<file path="config.mk">
export PLATFORM = sky130hd
export DESIGN_NAME = ogg_page_stream_validator_flat
export DESIGN_NICKNAME = d
export VERILOG_FILES = /design/src/sv/opsv_pkg.sv /design/src/sv/opsv_if.sv /design/src/sv/opsv_ram.sv /design/src/sv/opsv_datapath.sv /design/src/sv/opsv_ctrl.sv /design/src/sv/ogg_page_stream_validator.sv /design/src/flat_wrapper.sv
export SDC_FILE = /design/constraint.sdc
export NUM_CORES = 1
export LEC_CHECK = 0
export BUFFER_PORTS_ARGS = -buffer_cell sky130_fd_sc_hd__buf_2
export CORE_UTILIZATION = 40
export CTS_CLUSTER_DIAMETER = 80
export DETAILED_ROUTE_END_ITERATION = 8
export PLACE_DENSITY = 0.59
export RECOVER_POWER = 50
export REMOVE_ABC_BUFFERS = 1
export SKIP_LAST_GASP = 1
export SYNTH_ARGS = -nofsm -noshare
export SYNTH_HDL_FRONTEND = slang
export SYNTH_HIERARCHICAL = 1
export SYNTH_SLANG_ARGS = --single-unit
</file>
<file path="constraint.sdc">
create_clock -name clock -period 7 [get_ports clock]
set_input_delay 0.35 -clock clock [delete_from_list [all_inputs] [get_ports clock]]
set_output_delay 0.35 -clock clock [all_outputs]
set_load 0.01 [all_outputs]
</file>
<file path="src/sv/opsv_pkg.sv">
// Shared types and constants of the Ogg page stream validator.
`timescale 1ns / 1ps

package opsv_pkg;

   // Item kinds on the request channel
   localparam logic REQ_PAGE = 1'b0;
   localparam logic REQ_EOF  = 1'b1;

   // Placement constraint codes kept per stream
   localparam logic [1:0] CONS_NONE      = 2'd0;
   localparam logic [1:0] CONS_AFTER_END = 2'd1;
   localparam logic [1:0] CONS_LATE_MUX  = 2'd2;

   // Per-stream flag bits
   typedef struct packed {
      logic f_lost;
      logic f_shown;
      logic f_new;
      logic f_start;
      logic f_end;
   } flags_type;

   // One stream table entry
   typedef struct packed {
      logic [31:0] serial;
      flags_type   flags;
      logic [1:0]  cons;
      logic [31:0] next_seq;
   } entry_type;

   // Request word
   typedef struct packed {
      logic        req_type;
      logic [31:0] page_serial;
      logic        page_bos;
      logic        page_eos;
      logic [31:0] page_seq;
   } req_word_type;

   // Response word
   typedef struct packed {
      logic [4:0]  stream_number;
      logic        new_stream;
      logic        illegal_report;
      logic [1:0]  constraint_code;
      logic        page_skipped;
      logic        missing_bos;
      logic        bos_midstream;
      logic        seq_gap;
      logic [31:0] expected_seq;
      logic        stream_ended;
      logic        table_full;
      logic [4:0]  open_streams;
   } rsp_word_type;

   // Controller to datapath commands
   typedef struct packed {
      logic load;
      logic search;
      logic capture;
      logic commit;
   } cmd_type;

   // Datapath to controller status
   typedef struct packed {
      logic hit;
      logic scan_end;
      logic is_eof;
      logic out_free;
   } status_type;

endpackage

</file>
<file path="src/sv/opsv_if.sv">
// Valid/ready channel interfaces for request and response words.
`timescale 1ns / 1ps

interface opsv_req_if;
   logic        valid;
   logic        ready;
   logic        req_type;
   logic [31:0] page_serial;
   logic        page_bos;
   logic        page_eos;
   logic [31:0] page_seq;

   modport source (output valid, output req_type, output page_serial, output page_bos,
                   output page_eos, output page_seq, input ready);
   modport sink (input valid, input req_type, input page_serial, input page_bos,
                 input page_eos, input page_seq, output ready);
endinterface

interface opsv_rsp_if;
   logic        valid;
   logic        ready;
   logic [4:0]  stream_number;
   logic        new_stream;
   logic        illegal_report;
   logic [1:0]  constraint_code;
   logic        page_skipped;
   logic        missing_bos;
   logic        bos_midstream;
   logic        seq_gap;
   logic [31:0] expected_seq;
   logic        stream_ended;
   logic        table_full;
   logic [4:0]  open_streams;

   modport source (output valid, output stream_number, output new_stream,
                   output illegal_report, output constraint_code, output page_skipped,
                   output missing_bos, output bos_midstream, output seq_gap,
                   output expected_seq, output stream_ended, output table_full,
                   output open_streams, input ready);
   modport sink (input valid, input stream_number, input new_stream,
                 input illegal_report, input constraint_code, input page_skipped,
                 input missing_bos, input bos_midstream, input seq_gap,
                 input expected_seq, input stream_ended, input table_full,
                 input open_streams, output ready);
endinterface

</file>
<file path="src/sv/opsv_ram.sv">
// Generic single-port-write, registered-read RAM.
`timescale 1ns / 1ps

module opsv_ram #(
   parameter int WIDTH = 8,
   parameter int DEPTH = 16
) (
   input  logic                                      clock,
   input  logic                                      wr_en,
   input  logic [((DEPTH > 1) ? $clog2(DEPTH) : 1)-1:0] wr_addr,
   input  logic [WIDTH-1:0]                          wr_data,
   input  logic                                      rd_en,
   input  logic [((DEPTH > 1) ? $clog2(DEPTH) : 1)-1:0] rd_addr,
   output logic [WIDTH-1:0]                          rd_data
);

   logic [WIDTH-1:0] mem_ff [DEPTH];
   logic [WIDTH-1:0] rd_data_ff;

   // Write port
   always_ff @(posedge clock) begin
      if (wr_en) begin
         mem_ff[wr_addr] <= wr_data;
      end
   end

   // Registered read port
   always_ff @(posedge clock) begin
      if (rd_en) begin
         rd_data_ff <= mem_ff[rd_addr];
      end
   end

   assign rd_data = rd_data_ff;

endmodule

</file>
<file path="src/sv/opsv_datapath.sv">
// Datapath: request register, stream table, search pointer, update logic, response register.
`timescale 1ns / 1ps

module opsv_datapath #(
   parameter int MAX_STREAMS = 16
) (
   input  logic                  clock,
   input  logic                  reset,
   input  opsv_pkg::req_word_type req_word,
   input  opsv_pkg::cmd_type     cmd,
   output opsv_pkg::status_type  status,
   input  logic                  rsp_ready,
   output logic                  rsp_valid,
   output opsv_pkg::rsp_word_type rsp_word
);

   localparam int IDX_W = (MAX_STREAMS > 1) ? $clog2(MAX_STREAMS) : 1;
   localparam int CNT_W = $clog2(MAX_STREAMS + 1);
   localparam int ENT_W = $bits(opsv_pkg::entry_type);

   opsv_pkg::req_word_type req_ff;
   logic [CNT_W-1:0]       ptr_ff, ptr_in;
   logic                   pend_ff, pend_in;
   logic [IDX_W-1:0]       pend_idx_ff;
   logic                   found_ff;
   logic [IDX_W-1:0]       idx_ff;
   opsv_pkg::entry_type    rec_ff;
   logic [CNT_W-1:0]       used_ff, used_in;
   logic [CNT_W-1:0]       open_ff, open_in;
   logic                   header_ff, header_in;
   logic                   rsp_valid_ff;
   opsv_pkg::rsp_word_type rsp_ff, rsp_in;

   logic                   rd_en;
   opsv_pkg::entry_type    rd_data;
   logic                   wr_en;
   opsv_pkg::entry_type    wr_data;
   logic                   hit;
   logic                   full;

   opsv_pkg::flags_type    fl;
   logic [1:0]             cons;
   logic [31:0]            exp_seq;
   logic [CNT_W-1:0]       stream_num;

   // Stream table
   opsv_ram #(
      .WIDTH (ENT_W),
      .DEPTH (MAX_STREAMS)
   ) u_table (
      .clock   (clock),
      .wr_en   (wr_en),
      .wr_addr (idx_ff),
      .wr_data (wr_data),
      .rd_en   (rd_en),
      .rd_addr (ptr_ff[IDX_W-1:0]),
      .rd_data (rd_data)
   );

   // Scan one entry per cycle, compare the word read in the cycle before
   assign rd_en = cmd.search && (ptr_ff < used_ff);
   assign hit   = pend_ff && (rd_data.serial == req_ff.page_serial);
   assign full  = !found_ff && (used_ff == CNT_W'(MAX_STREAMS));

   always_comb begin
      ptr_in  = ptr_ff;
      pend_in = pend_ff;
      if (cmd.load) begin
         ptr_in  = '0;
         pend_in = 1'b0;
      end else if (cmd.search) begin
         pend_in = rd_en;
         if (rd_en) begin
            ptr_in = ptr_ff + CNT_W'(1);
         end
      end
   end

   assign status.hit      = hit;
   assign status.scan_end = (ptr_ff >= used_ff);
   assign status.is_eof   = (req_word.req_type == opsv_pkg::REQ_EOF);
   assign status.out_free = !rsp_valid_ff || rsp_ready;

   // Work out the response and the new entry for the held request
   always_comb begin
      rsp_in    = '0;
      wr_en     = 1'b0;
      used_in   = used_ff;
      open_in   = open_ff;
      header_in = header_ff;
      fl        = rec_ff.flags;
      cons      = rec_ff.cons;
      exp_seq   = rec_ff.next_seq;
      wr_data   = rec_ff;
      stream_num = CNT_W'(idx_ff) + CNT_W'(1);

      if (req_ff.req_type == opsv_pkg::REQ_EOF) begin
         // Report open streams, then empty the table
         rsp_in.open_streams = 5'(open_ff);
         used_in   = '0;
         open_in   = '0;
         header_in = 1'b0;
      end else if (full) begin
         rsp_in.table_full = 1'b1;
      end else begin
         if (found_ff) begin
            header_in = 1'b0;
            if (rec_ff.flags.f_end) begin
               cons = opsv_pkg::CONS_AFTER_END;
            end else begin
               fl         = '0;
               fl.f_shown = rec_ff.flags.f_shown;
               fl.f_lost  = rec_ff.flags.f_lost;
               fl.f_start = req_ff.page_bos;
               fl.f_end   = req_ff.page_eos;
               if (req_ff.page_eos) begin
                  open_in = open_ff - CNT_W'(1);
               end
            end
            wr_data.serial = rec_ff.serial;
         end else begin
            cons = ((open_ff != '0) && !header_ff) ?
                   opsv_pkg::CONS_LATE_MUX : opsv_pkg::CONS_NONE;
            header_in  = 1'b1;
            used_in    = used_ff + CNT_W'(1);
            exp_seq    = '0;
            fl         = '0;
            fl.f_new   = 1'b1;
            fl.f_start = req_ff.page_bos;
            fl.f_end   = req_ff.page_eos;
            if (!req_ff.page_eos) begin
               open_in = open_ff + CNT_W'(1);
            end
            wr_data.serial = req_ff.page_serial;
         end

         rsp_in.stream_number = 5'(stream_num);
         rsp_in.new_stream    = !found_ff;
         wr_en                = 1'b1;
         wr_data.next_seq     = exp_seq;

         // First illegal placement report, drop the page if not new
         if ((cons != opsv_pkg::CONS_NONE) && !fl.f_shown) begin
            rsp_in.illegal_report  = 1'b1;
            rsp_in.constraint_code = cons;
            fl.f_shown             = 1'b1;
            rsp_in.page_skipped    = !fl.f_new;
         end

         if (!rsp_in.page_skipped) begin
            rsp_in.missing_bos   = fl.f_new && !fl.f_start;
            rsp_in.bos_midstream = !fl.f_new && fl.f_start;
            rsp_in.expected_seq  = exp_seq;
            if (exp_seq != req_ff.page_seq) begin
               rsp_in.seq_gap = !fl.f_lost;
               fl.f_lost      = 1'b1;
            end else begin
               fl.f_lost = 1'b0;
            end
            wr_data.next_seq = req_ff.page_seq + 32'd1;
            if ((cons == opsv_pkg::CONS_NONE) && fl.f_end) begin
               rsp_in.stream_ended = 1'b1;
               cons = opsv_pkg::CONS_AFTER_END;
            end
         end

         wr_data.flags = fl;
         wr_data.cons  = cons;
      end

      wr_en = wr_en && cmd.commit;
   end

   // Hold the request, the search result and the response
   always_ff @(posedge clock) begin
      if (cmd.load) begin
         req_ff <= req_word;
      end
      if (cmd.search) begin
         pend_idx_ff <= ptr_ff[IDX_W-1:0];
      end
      if (cmd.capture) begin
         found_ff <= hit;
         idx_ff   <= hit ? pend_idx_ff : used_ff[IDX_W-1:0];
         rec_ff   <= rd_data;
      end
      if (cmd.commit) begin
         rsp_ff <= rsp_in;
      end
   end

   // Control state: scan pointer and pending flag, table fill, open count, header phase, output valid
   always_ff @(posedge clock) begin
      if (reset) begin
         ptr_ff       <= '0;
         pend_ff      <= 1'b0;
         used_ff      <= '0;
         open_ff      <= '0;
         header_ff    <= 1'b0;
         rsp_valid_ff <= 1'b0;
      end else begin
         ptr_ff  <= ptr_in;
         pend_ff <= pend_in;
         if (cmd.commit) begin
            used_ff   <= used_in;
            open_ff   <= open_in;
            header_ff <= header_in;
         end
         if (cmd.commit) begin
            rsp_valid_ff <= 1'b1;
         end else if (rsp_ready) begin
            rsp_valid_ff <= 1'b0;
         end
      end
   end

   assign rsp_valid = rsp_valid_ff;
   assign rsp_word  = rsp_ff;

endmodule

</file>
<file path="src/sv/opsv_ctrl.sv">
// Controller: sequences accept, table scan and commit of one word at a time.
`timescale 1ns / 1ps

module opsv_ctrl (
   input  logic                 clock,
   input  logic                 reset,
   input  logic                 req_valid,
   output logic                 req_ready,
   input  opsv_pkg::status_type status,
   output opsv_pkg::cmd_type    cmd
);

   typedef enum logic [2:0] {
      S_IDLE   = 3'b001,
      S_SEARCH = 3'b010,
      S_COMMIT = 3'b100
   } state_type;

   state_type state_ff, state_in;

   // Next state and commands
   always_comb begin
      state_in  = state_ff;
      cmd       = '0;
      req_ready = 1'b0;
      unique case (state_ff)
         S_IDLE: begin
            // hold off the input while reset is applied
            req_ready = !reset;
            if (req_valid && !reset) begin
               cmd.load = 1'b1;
               state_in = status.is_eof ? S_COMMIT : S_SEARCH;
            end
         end
         S_SEARCH: begin
            cmd.search = 1'b1;
            if (status.hit || status.scan_end) begin
               cmd.capture = 1'b1;
               state_in    = S_COMMIT;
            end
         end
         S_COMMIT: begin
            if (status.out_free) begin
               cmd.commit = 1'b1;
               state_in   = S_IDLE;
            end
         end
         default: begin
            state_in = S_IDLE;
         end
      endcase
   end

   always_ff @(posedge clock) begin
      if (reset) begin
         state_ff <= S_IDLE;
      end else begin
         state_ff <= state_in;
      end
   end

endmodule

</file>
<file path="src/sv/ogg_page_stream_validator.sv">
// Top level of the Ogg page stream validator.
`timescale 1ns / 1ps
// Usage:
// req carries one word per page header (serial, begin/end flags, sequence) or an
// end-of-file mark; rsp returns exactly one word for each request word, in order.
// A page scans the stream table one entry per cycle through the table RAM read port,
// so it reads at most N entries, N being the streams in use (at most MAX_STREAMS);
// a hit on an entry ends the scan early. An end-of-file word skips the scan and
// reports the streams still open, then empties the table. One word is in work at a
// time; req is ready again in the cycle after the result is loaded.
// The result sits in an output register: the next request is taken while it waits,
// and a stalled rsp holds it stable; a finished word whose result cannot be loaded
// waits until the register frees up. Reset empties the table at once (fill count
// and open count cleared, no clearing pass), drops any pending result and keeps
// req not ready while it is applied.

module ogg_page_stream_validator #(
   parameter int MAX_STREAMS = 16
) (
   input  logic            clock,
   input  logic            reset,
   opsv_req_if.sink        req,
   opsv_rsp_if.source      rsp
);

   opsv_pkg::req_word_type req_word;
   opsv_pkg::rsp_word_type rsp_word;
   opsv_pkg::cmd_type      cmd;
   opsv_pkg::status_type   status;
   logic                   rsp_valid;

   // Gather the request word
   assign req_word.req_type    = req.req_type;
   assign req_word.page_serial = req.page_serial;
   assign req_word.page_bos    = req.page_bos;
   assign req_word.page_eos    = req.page_eos;
   assign req_word.page_seq    = req.page_seq;

   opsv_ctrl u_ctrl (
      .clock     (clock),
      .reset     (reset),
      .req_valid (req.valid),
      .req_ready (req.ready),
      .status    (status),
      .cmd       (cmd)
   );

   opsv_datapath #(
      .MAX_STREAMS (MAX_STREAMS)
   ) u_datapath (
      .clock     (clock),
      .reset     (reset),
      .req_word  (req_word),
      .cmd       (cmd),
      .status    (status),
      .rsp_ready (rsp.ready),
      .rsp_valid (rsp_valid),
      .rsp_word  (rsp_word)
   );

   // Drive the response channel
   assign rsp.valid           = rsp_valid;
   assign rsp.stream_number   = rsp_word.stream_number;
   assign rsp.new_stream      = rsp_word.new_stream;
   assign rsp.illegal_report  = rsp_word.illegal_report;
   assign rsp.constraint_code = rsp_word.constraint_code;
   assign rsp.page_skipped    = rsp_word.page_skipped;
   assign rsp.missing_bos     = rsp_word.missing_bos;
   assign rsp.bos_midstream   = rsp_word.bos_midstream;
   assign rsp.seq_gap         = rsp_word.seq_gap;
   assign rsp.expected_seq    = rsp_word.expected_seq;
   assign rsp.stream_ended    = rsp_word.stream_ended;
   assign rsp.table_full      = rsp_word.table_full;
   assign rsp.open_streams    = rsp_word.open_streams;

endmodule
</file>
<file path="src/flat_wrapper.sv">
// flat-port wrapper written by rule: the top's interface ports become plain ports
module ogg_page_stream_validator_flat 
#(
   parameter int MAX_STREAMS = 16
)
  (clock, reset, req_valid, req_req_type, req_page_serial, req_page_bos, req_page_eos, req_page_seq, req_ready, rsp_valid, rsp_stream_number, rsp_new_stream, rsp_illegal_report, rsp_constraint_code, rsp_page_skipped, rsp_missing_bos, rsp_bos_midstream, rsp_seq_gap, rsp_expected_seq, rsp_stream_ended, rsp_table_full, rsp_open_streams, rsp_ready);
  opsv_req_if req_i ();
  opsv_rsp_if rsp_i ();
  input  logic clock;
  input  logic reset;
  input wire logic [$bits(req_i.valid)-1:0] req_valid;
  input wire logic [$bits(req_i.req_type)-1:0] req_req_type;
  input wire logic [$bits(req_i.page_serial)-1:0] req_page_serial;
  input wire logic [$bits(req_i.page_bos)-1:0] req_page_bos;
  input wire logic [$bits(req_i.page_eos)-1:0] req_page_eos;
  input wire logic [$bits(req_i.page_seq)-1:0] req_page_seq;
  output wire logic [$bits(req_i.ready)-1:0] req_ready;
  output wire logic [$bits(rsp_i.valid)-1:0] rsp_valid;
  output wire logic [$bits(rsp_i.stream_number)-1:0] rsp_stream_number;
  output wire logic [$bits(rsp_i.new_stream)-1:0] rsp_new_stream;
  output wire logic [$bits(rsp_i.illegal_report)-1:0] rsp_illegal_report;
  output wire logic [$bits(rsp_i.constraint_code)-1:0] rsp_constraint_code;
  output wire logic [$bits(rsp_i.page_skipped)-1:0] rsp_page_skipped;
  output wire logic [$bits(rsp_i.missing_bos)-1:0] rsp_missing_bos;
  output wire logic [$bits(rsp_i.bos_midstream)-1:0] rsp_bos_midstream;
  output wire logic [$bits(rsp_i.seq_gap)-1:0] rsp_seq_gap;
  output wire logic [$bits(rsp_i.expected_seq)-1:0] rsp_expected_seq;
  output wire logic [$bits(rsp_i.stream_ended)-1:0] rsp_stream_ended;
  output wire logic [$bits(rsp_i.table_full)-1:0] rsp_table_full;
  output wire logic [$bits(rsp_i.open_streams)-1:0] rsp_open_streams;
  input wire logic [$bits(rsp_i.ready)-1:0] rsp_ready;
  assign req_i.valid = req_valid;
  assign req_i.req_type = req_req_type;
  assign req_i.page_serial = req_page_serial;
  assign req_i.page_bos = req_page_bos;
  assign req_i.page_eos = req_page_eos;
  assign req_i.page_seq = req_page_seq;
  assign req_ready = req_i.ready;
  assign rsp_valid = rsp_i.valid;
  assign rsp_stream_number = rsp_i.stream_number;
  assign rsp_new_stream = rsp_i.new_stream;
  assign rsp_illegal_report = rsp_i.illegal_report;
  assign rsp_constraint_code = rsp_i.constraint_code;
  assign rsp_page_skipped = rsp_i.page_skipped;
  assign rsp_missing_bos = rsp_i.missing_bos;
  assign rsp_bos_midstream = rsp_i.bos_midstream;
  assign rsp_seq_gap = rsp_i.seq_gap;
  assign rsp_expected_seq = rsp_i.expected_seq;
  assign rsp_stream_ended = rsp_i.stream_ended;
  assign rsp_table_full = rsp_i.table_full;
  assign rsp_open_streams = rsp_i.open_streams;
  assign rsp_i.ready = rsp_ready;
  ogg_page_stream_validator #(.MAX_STREAMS(MAX_STREAMS)) u_core (.clock(clock), .reset(reset), .req(req_i), .rsp(rsp_i));
endmodule
</file>
Word-level counts from Yosys, hierarchy flattened --
Memory sizes are Yosys's and may differ from the RTL's. A register that Yosys moved wholly into a read port is not among the register bits. Cells that the tools add are included. Widths: inputs -> output; s select.
Storage, ports and cells: output and inout bits 54, register bits after elaboration 220, bits of input ports 71, bits in read-only memories 0, memories kept 1, RAM bits 1136, bits in latches 0, logic and storage cells 149
Memories:
- u_core.u_datapath.u_table.mem_ff | words 16, bits a word 71, read ports 1, clocked after memory_dff 1, wr ports 1, RTL line opsv_ram.sv:17 | logic [WIDTH-1:0] mem_ff [DEPTH];
Cells by class: div/mod/pow operators 0, add/subtract/negate cells 6, equal/unequal tests 14, bitwise operators 1, reductions and logical operators 33, $lt $le $gt $ge 2, multipliers 0, shifts and indexed selects 0, multiplexer cells 57
Operators with widths (count):
- $mux 32 | 5
- $mux 71 | 2
- $mux 5 | 12
- $add 32x1->32 const B | 1
- $eq 32x32->1 | 1
- $ne 32x32->1 | 1
- $mux 1 | 20
- $mux 2 | 8
- $mux 4 | 4
- $add 5x1->5 const B | 3
- $mux 3 | 5
- $logic_and 1x1->1 | 10
- $pmux 3 s3 | 1
- $logic_not 1->1 | 8
- $ne 2x2->1 const B | 4
- $ne 3x3->1 const B | 2
- $reduce_and 3->1 | 2
- $add 4x1->5 const B | 1
- $eq 5x5->1 const B | 1
- $ge 5x5->1 | 1
- $lt 5x5->1 | 1
- $reduce_and 5->1 | 1
- $reduce_bool 5->1 | 1
- $sub 5x1->5 const B | 1
- other kinds (13) | 17

Depth between registers and ports, before layout --
word-level depth 14, depth in mapped cells 11, depth with buffers taken out 9

Modules after synthesis --
The synthesis kept the hierarchy.
Modules (own cells, without submodules):
- opsv_ram | cells each 1826, times used 1, area an instance 44625.3 um^2
- opsv_datapath | cells each 792, times used 1, area an instance 10262.3 um^2
- opsv_ctrl | cells each 21, times used 1, area an instance 187.7 um^2

Worst setup path before layout --
Ideal clock, no wire load.
kind input to register, start input port rsp_ready, end memory u_core/u_datapath/u_table/mem_ff[0][0] (netlist name), enable pin, cell stages on the path 6, library setup time 0.587 ns, required time 6.413 ns, setup slack -0.675 ns, arrival 7.088 ns, cells stage by stage nand2b_1 and4bb_2 inv_1 nor2_1 or3b_1 nor3_1
RTL lines:
- from (decl) | RTL line flat_wrapper.sv:31 | input wire logic [$bits(rsp_i.ready)-1:0] rsp_ready;
- to (decl) | RTL line opsv_ram.sv:17

Final worst setup path --
start register u_core.u_datapath.ptr_ff[0], end register u_core.u_datapath.u_table.rd_data_ff[8] (netlist: u_core/u_datapath/u_table/rd_data[8]), read port of u_core.u_datapath.u_table.mem_ff (data pin)
Between the ends: cells in the longest elaborated chain, start to end 2
RTL lines:
- from (decl) | RTL line opsv_datapath.sv:22 | logic [CNT_W-1:0] ptr_ff, ptr_in;
- from (signal assigned) | RTL line opsv_datapath.sv:202 | ptr_ff <= ptr_in;
- $lt 5x5->1 | RTL line opsv_datapath.sv:61 | assign rd_en = cmd.search && (ptr_ff < used_ff);
- $logic_and 1x1->1 | RTL line opsv_datapath.sv:61
- to (decl) | RTL line opsv_ram.sv:18 | logic [WIDTH-1:0] rd_data_ff;
Parallel ways exist; a longest one is shown, timed or not. A chain may end at the register's enable or synchronous reset.

==> flow_summary.json <==
{
  "design.core.area_mm2": 0.136,
  "synthTopCellsByCount": "edfxtp_1, mux4_2, a22oi_1",
  "numCtsBuffers": 149,
  "synthMostInstantiatedCell": "edfxtp_1",
  "grt_start_max_net_pins": 130,
  "power.ir.vdd_worst_mv": 0.208,
  "place.detailed.hpwl_um": 74800,
  "postLayoutSetupSlackWorst_ns": 1.78,
  "setup_viol": 0,
  "finalCriticalPeriod_ns": 5.22,
  "cpPeakStageDelay_ns": 2.14,
  "chipWidth_um": 373,
  "synth-warning-count": 6,
  "synth_cells": 2639,
  "cts_num_sinks": 1427,
  "r2r_slack_ns": 1.78,
  "final_hold_viol_count": 0,
  "initial_core_util": 0.405,
  "routabilityCongestion": 0.811,
  "ys_top_cells_by_area": "edfxtp_1, mux4_2, a22oi_1",
  "r2r_end": "u_core/u_datapath/u_table/rd_data[8]",
  "cts-root-to-sink-buffers": 3,
  "vias_in_the_first_global_route": 27500,
  "worstMarginPinSlew_ns": 3.41,
  "relSlewSlack": -1.27,
  "cts_repair_resize_count": 0,
  "cp.required_ns": 7.48,
  "path_max_fanout": 45,
  "synth.largest_area_cell": "edfxtp_1",
  "first_pass_iters": 8,
  "crit_chain": "clkbuf_2 > mux4_2 > a22oi_1 > nand2_1",
  "post_cts.repair.setup_buffers": 0,
  "hold-path-endpoint": "u_core/u_datapath/req_ff[11]",
  "yosys_register_bits": 1427,
  "period_utilization": 0.745,
  "fin_skew_ns": 0.0296,
  "share_of_the_synthesized_area_in_the_top_cell_type": 0.767,
  "worst_skew_pair.late_latency_ns": 0.76,
  "worstSetupStartpointType": "register",
  "fp.dieH_um": 373,
  "synth_ff_type": "edfxtp_1",
  "internal_power_component_mw": 13.7,
  "drt_drc_violations_left": 0,
  "synth_seq_area_share": 0.774,
  "achievable-frequency_mhz": 192,
  "worst_hold_path.num_cells": 2,
  "layout-drive-gt1-share": 0.205,
  "avgViaCountPerCell": 5.65,
  "synthesis.area_mm2": 0.0551,
  "placementRows": 135,
  "max_cap_viol_count": 13,
  "tritoncts_clock_tree": "done",
  "status": "finished with violations",
  "synth_enable_flop_cells": 1406,
  "worst_setup_hold_path_clk_slew_ns": 0.06,
  "setup.worst_path.end_class": "register",
  "portBuffers": 124,
  "grt_pass1_wl_um": 190000,
  "busiest_layer": "met2",
  "p_sw_mw": 3.39,
  "fillCellCount": 11200,
  "criticalPathCategory": "reg2reg",
  "ioPinCount": 125,
  "wire_length_per_cell_after_detailed_routing_um": 27.3,
  "worst_path_max_delay_cell": "dfxtp_1",
  "fin_nets": 2987,
  "p_leak_nw": 19.2,
  "cts-hold-fix-buffers": 71,
  "switching_share": 0.198,
  "cts-root-buf": "clkbuf_16",
  "dpl_worst_slack_ns": 2.49,
  "seqPwrFrac": 0.552,
  "grt_antenna_before_repair": 2,
  "power.share.combinational": 0.016,
  "synthDistinctLibCells": 71,
  "routed-via-count": 27100,
  "globalRouteTotalUtil": 0.188,
  "async_reset_ff_frac": 0,
  "startpoint_of_the_worst_slack_reg_to_reg_timing_path": "u_core/u_datapath/ptr_ff[0]",
  "initialDrtViolationCount": 2979,
  "drt-total-wl_um": 131000,
  "die_area_mm2": 0.139,
  "slew_violations": 409,
  "timing.hold.worst.start": "req_page_seq[11]",
  "total_gr_overflow": 0,
  "flow.area_growth_from_synthesis_pct": 14.1,
  "path_delay_family": "flip-flops",
  "ant_nets": 0,
  "use_met1": 0.262,
  "timing.hold.worst.class": "in2reg",
  "globalRouteMet2Util": 0.307,
  "worstRegToRegCells": 4,
  "arrival_ns": 5.69,
  "non_filler_instance_count_after_layout": 4796,
  "cp.buffers_inverters": 1,
  "rsz0062_at_grt": "false",
  "synth_area_per_cell_um2": 20.9,
  "pwr_density_cell_mw_per_mm2": 272,
  "placed_cells_incl_taps": 4461,
  "h-tree-depth": 4,
  "power_mw": 17.1,
  "met3_usage_in_global_routing": 0.0301,
  "violations": "max-capacitance violations, max-slew violations",
  "p_clk_frac": 0.432
}
-- through the flow --
step,utilization,instance area [um2],setup TNS (ns),hold WS [ns]
floorplan,-,54300,-1904.41,0.400
global placement,0.425,57900,0,0.401
detailed placement,0.425,57900,0,0.405
CTS,0.464,63100,0,0.221
global route,0.462,62800,0,0.259
finish,0.462,62800,0,0.290
-- cell families (layout without fill, tap and decap cells) --
group	after synthesis	after routing	synth area share
flip-flops	1427	1427	0.774
adder cells (fa/ha/maj)	14	14	0.00332
XOR/XNOR	84	84	0.0134
other	0	1	0
AO/OA/AOI/OAI	266	266	0.0353
AND/OR/NAND/NOR	364	364	0.0336
buffers and inverters	159	534	0.0158
multiplexers	325	325	0.124
-- sequential cells by signal, summed over array words and instances (netlist names) --
register                           cells
u_core/u_datapath/header_ff            1
u_core/u_ctrl/state_ff                 3
u_core/u_datapath/req_ff              67
u_core/u_datapath/rsp_valid            1
u_core/u_datapath/ptr_ff               5
u_core/u_datapath/u_table/mem_ff    1136
u_core/u_datapath/used_ff              5
u_core/u_datapath/rsp_word            52
u_core/u_datapath/idx_ff               4
u_core/u_datapath/pend_idx_ff          4
u_core/u_datapath/rec_ff              71
u_core/u_datapath/open_ff              5
u_core/u_datapath/u_table/rd_data     71
u_core/u_datapath/pend_ff              1
u_core/u_datapath/found_ff             1
-- power by group through the flow --
| stage | clock network [mW] | registers (mW) | logic, mW |
|---|---|---|---|
| 3_3_place_gp | 0 | 9.61 | 0.240 |
| 6_report | 7.38 | 9.44 | 0.272 |
| 3_5_place_dp | 0 | 9.61 | 0.253 |
| 5_1_grt | 7.83 | 9.43 | 0.295 |
| 2_1_floorplan | 0 | 9.60 | 0.126 |
| 4_1_cts | 7.55 | 9.43 | 0.285 |
-- layout make-up --
type                    instances  area (um2)  area share
repair buffers                249        1720      0.0273
multi-input cells            1053       11600       0.185
inverters                      22        82.6     0.00131
clock buffers                 188        3920      0.0624
diodes                          1        2.50   0.0000398
well taps                    1781        2230      0.0355
clock inverters                75         624     0.00994
flip-flops and latches       1427       42600       0.679
-- cell usage in the layout (no fill, tap or decap), types with 9 or more instances in the layout --
| cell | count |
|---|---|
| nor2_4 | 11 |
| nor2_1 | 96 |
| buf_2 | 49 |
| ha_1 | 13 |
| nand4_1 | 15 |
| o21ai_0 | 27 |
| dlygate4sd3_1 | 71 |
| clkinv_2 | 20 |
| edfxtp_1 | 1406 |
| nand2_1 | 103 |
| buf_12 | 11 |
| inv_1 | 22 |
| xor2_1 | 51 |
| nor3_1 | 14 |
| xnor2_1 | 33 |
| clkinv_1 | 29 |
| nand3_1 | 21 |
| clkbuf_1 | 127 |
| nor4bb_1 | 9 |
| buf_4 | 25 |
| mux2_1 | 34 |
| a21oi_1 | 27 |
| nor4_1 | 9 |
| dfxtp_1 | 21 |
| clkbuf_16 | 151 |
| a31oi_1 | 12 |
| and3_1 | 37 |
| mux4_2 | 284 |
| a22oi_1 | 144 |
| a21oi_2 | 18 |
-- how the worst max path moves through the flow --
stage,from,endpoint,slack [ns],depth (start not counted)
finish,u_core/u_datapath/ptr_ff[0],u_core/u_datapath/u_table/rd_data[8],1.78,4
global route,u_core/u_datapath/ptr_ff[0],u_core/u_datapath/u_table/rd_data[8],1.18,4
CTS,u_core/u_datapath/found_ff,u_core/u_datapath/u_table/mem_ff[0][23],2.46,9
detailed placement,u_core/u_datapath/found_ff,u_core/u_datapath/u_table/mem_ff[0][47],2.49,9
global placement,u_core/u_datapath/found_ff,u_core/u_datapath/u_table/mem_ff[0][42],2.51,9
floorplan,u_core/u_datapath/ptr_ff[0],u_core/u_datapath/found_ff,-9.11,6
-- per-layer routing --
| layer | part of all wire | wire length (um) | vias to the layer above |
|---|---|---|---|
| met5 | 0 | 0 | - |
| met4 | 0.020 | 2680 | 0 |
| met3 | 0.066 | 8650 | 175 |
| met2 | 0.49 | 64200 | 1051 |
| met1 | 0.42 | 55400 | 14400 |
| li1 | - | - | 11500 |
No activity file was read; power rests on OpenSTA's default activity.
